<file path="config.mk">
export PLATFORM = sky130hd
export DESIGN_NAME = gsa_ram
export DESIGN_NICKNAME = d
export VERILOG_FILES = /design/src/design/gsa_ram.sv
export SDC_FILE = /design/constraint.sdc
export NUM_CORES = 2
export LEC_CHECK = 0
export BUFFER_PORTS_ARGS = -buffer_cell sky130_fd_sc_hd__clkbuf_2
export CORE_MARGIN = 10
export CORE_UTILIZATION = 50
export CTS_CLUSTER_DIAMETER = 200
export DETAILED_ROUTE_END_ITERATION = 16
export HOLD_SLACK_MARGIN = 0.1
export PLACE_DENSITY = 0.7
export SYNTH_ARGS = -nofsm -noshare
export SYNTH_HDL_FRONTEND = slang
export SYNTH_SLANG_ARGS = --single-unit
export TNS_END_PERCENT = 1
</file>
<file path="constraint.sdc">
create_clock -name clk -period 2.6 [get_ports clk]
set_input_delay 0 -clock clk [delete_from_list [all_inputs] [get_ports clk]]
set_output_delay 0 -clock clk [all_outputs]
set_load 0.01 [all_outputs]
</file>
<file path="src/design/gsa_ram.sv">
`timescale 1ns / 1ps
module gsa_ram #(
  parameter int WIDTH  = 8,
  parameter int DEPTH  = 256,
  parameter int ADDR_W = $clog2(DEPTH)
) (
  input  logic              clk,
  input  logic              we,
  input  logic [ADDR_W-1:0] waddr,
  input  logic [WIDTH-1:0]  wdata,
  input  logic [ADDR_W-1:0] raddr,
  output logic [WIDTH-1:0]  rdata
);

  logic [WIDTH-1:0] mem [DEPTH];

  // write one entry, register the read word
  always_ff @(posedge clk) begin
    if (we) begin
      mem[waddr] <= wdata;
    end
    rdata <= mem[raddr];
  end

endmodule

</file>
==> results by group <==
Floorplan
  – Die Area: 0.175 mm^2
  – Die W: about 420 um
  – Initial Utilization: 50.3%
  – Die Height: 419 um
  – Core Footprint: 0.158 mm^2
  – I/O pin count: 34
  – Cell Rows: around 150

Route
  – Detail Route Antenna Nets: 0
  – DRT Pass-1 Iters: 6
  – Via-to-Cell Ratio: about 6.2
  – Wire length per cell: 30.0 um
  – DRC errors left: 0
  – Total Wirelength: 197000 um
  – Number of DRC markers in iteration 0: between 5000 and 6000
  – Total number of vias: 40900

Timing
  – Fin crit period: about 2500 ps
  – Max frequency: 397 MHz
  – Worst-margin pin slew: 1010 ps
  – Final Hold Viols: 0
  – Rel. slew slack: 31.5%
  – Tcrit/Tclk final: just under 100%
  – Pins Over Slew Limit: 0
  – Final TNS setup: 0 ps
  – Worst setup margin: between 70 and 80 ps
  – RSZ-0062 raised after global routing: false
  – Setup violators final: 0
  – Skew final: 39.8 ps

Critical path
  – Setup crit start kind: flip-flop
  – Crit-path max FO: 1
  – Crit. End Element: flip-flop
  – Worst EP required: 3280 ps
  – Crit path cell chain: mux4_2, mux4_2, nor2_1, buf_4, a2111oi_0, buf_4, nor3_1, buf_12, nor4_2
  – Critical path class: reg -> reg
  – Worst reg2reg setup slack: 80 ps
  – Critical path's largest stage delay: 530 ps
  – Worst reg2reg startpoint: mem[139][0]
  – CP Data Arrival Time: 3200 ps
  – Critical path origin: mem[139][0]
  – Slowest-stage cell, CP: mux4_2

Synthesis
  – Post-Syn Area: 0.0796 mm^2
  – Number of enable flip-flop cells after synthesis: 2048
  – Gate Count Post-Synth: ~3700
  – Seq cells post-synth: 2056
  – Sequential share of the synthesized area: ~78%
  – Post-synth net total: 3759
  – Number of distinct library cells after synthesis: 55
  – Synth Area per Inst: 21.3 um^2
  – Ys Warns: 0
  – Synth Flop Type: edfxtp_1
  – FFs w/ async S/R, synth: 0%

Placed design
  – RePlAce Congestion: about 0.86
  – Pre-CTS WS: -786 ps
  – Detailed placement HPWL: 126000 um
  – Area after DPL: approximately 0.086 mm^2
  – Port Buffers: 33

Layout
  – Syn-to-layout area delta: 16.1%
  – Layout cells sized above 1: a little under a third
  – Final instance area: 0.0924 mm^2
  – Fin nets: 4352
  – Final core utilization: 58.4%
  – Fill count: between 10000 and 15000

Global route
  – Number of global-route vias before repair: 41100
  – Largest net degree at the start of global routing: 106
  – GRT overflow: 0
  – GRT Total Usage: 22.5%
  – Antenna violations before repair: 6
  – First-pass GRT wire length: 288000 um

Worst hold path
  – Hold Crit Start: wdata[2]
  – Min-Delay Path Class: in -> reg

Power and ir drop
  – Maximum vdd ir drop: 0.716 mV
  – P_leak: 29.7 nW
  – Pwr Density: 727 mW/mm^2

CTS
  – Clk pin slew, worst setup/hold paths: roughly 60 ps
  – CTS H-tree lvls: 4
  – Clk Latency, worst-skew pair: 820 ps
  – CTS tree: built
  – Root buf cell: clkbuf_16
  – Bufs on Longest Clock Path: 3
  – Total CTS buffers: 193
  – Clock Sinks: 2056

Outcome
  – Outcome: complete, no violations

Run
  – Max Cap Violations: 0
flip-flops by register name, summed over array words and instances (netlist names):
| signal | flops |
|---|---|
| mem | 2048 |
| rdata | 8 |
synth_stat cells (10+ instances only):
master	n	share of area (%)
nor3_1	22	0.14
nor2_1	282	1.3
nand4_1	10	0.079
edfxtp_1	2048	77
nor2b_1	31	0.24
nor4_1	24	0.19
o221ai_1	46	0.51
nand3_1	34	0.21
buf_8	13	0.25
o211ai_1	10	0.094
mux4_2	454	13
clkbuf_1	111	0.52
nand2_1	33	0.16
buf_4	27	0.25
o21ai_0	10	0.063
o22ai_1	28	0.22
buf_2	31	0.20
buf_6	21	0.30
a211oi_1	16	0.15
a221oi_1	13	0.14
a22oi_1	133	1.3
mux2i_1	134	1.7
buf_1	22	0.10
a21oi_1	96	0.60
metrics by stage:
| step | std cells | hold slack [ps] | total power, mW |
|---|---|---|---|
| 2_1_floorplan | 3733 | 98.9 | 39.1 |
| 3_3_place_gp | 6184 | 391 | 40.9 |
| 3_5_place_dp | 6184 | 403 | 40.9 |
| 4_1_cts | 6554 | 170 | 67.5 |
| 5_1_grt | 6555 | 194 | 69.0 |
| 6_report | 6559 | 216 | 67.2 |
critical path, delay by kind of cell (launching register included):
family	cells	cell delay [ps]
multiplexers	2	1040
AND/OR/NAND/NOR	3	460
buffers and inverters	3	480
AO/OA/AOI/OAI	1	70
flip-flops	1	350
repair_timing:
| action | 4_1_cts | 5_1_grt |
|---|---|---|
| pin swaps | 0 | 0 |
| resized for setup | 3 | 4 |
| gates cloned | 0 | 0 |
| endpoints found under the hold margin | 2506 | 0 |
| setup endpoints to repair | 2 | 3 |
| buffers inserted | 0 | 0 |
| hold buffers | 19 | 0 |
worst paths after layout:
kind           endpoint  cells after the start
max            rdata[0]                      9
min          mem[92][2]                      2
max reg2reg    rdata[0]                      9
min reg2reg    rdata[3]                      7
layout by cell type (no fill, tap or decap), types with 46 or more instances in the layout:
cell type	synthesis	layout
nor2_1	282	279
buf_4	27	520
mux2i_1	134	134
buf_12	8	61
a21oi_1	96	96
a22oi_1	133	133
mux4_2	454	454
edfxtp_1	2048	2048
o221ai_1	46	46
clkbuf_16	0	200
clkbuf_1	111	61
power by group:
part           leakage, nW  internal (mW)  switching (mW)
registers             18.5           36.5          0.0744
logic                 8.27           1.44            2.23
clock network         2.94           15.1            11.8
logic make-up after synthesis:
family | after synthesis | share of synthesized area (%)
AOI/OAI and AO/OA | 385 | 3.42
buffers and inverters | 235 | 1.83
DFF | 2056 | 77.5
muxes | 591 | 14.6
and+or+nand+nor | 466 | 2.63
layout make-up:
cell class	instances	area (um^2)	area share, %
Clock inverter	86	716	0.775
Timing Repair Buffer	631	5570	6.02
Antenna cell	5	12.5	0.0135
Inverter	2	7.51	0.00813
Multi-Input combinational cell	1442	16500	17.9
Sequential cell	2056	61700	66.7
Clock buffer	265	5290	5.73
Tap cell	2072	2590	2.81
metal layers:
layer | share of wire, % | up-vias | global-route usage [%] | routed length, um
met5 | 0.0056 | - | 0 | 11
met4 | 3.4 | 2 | 7.60 | 6640
met3 | 9.6 | 359 | 4.99 | 18800
met2 | 49 | 2085 | 36.1 | 96200
met1 | 38 | 21500 | 30.6 | 75400
li1 | - | 16900 | - | -
Note: power is estimated with default switching activity, not from simulation.
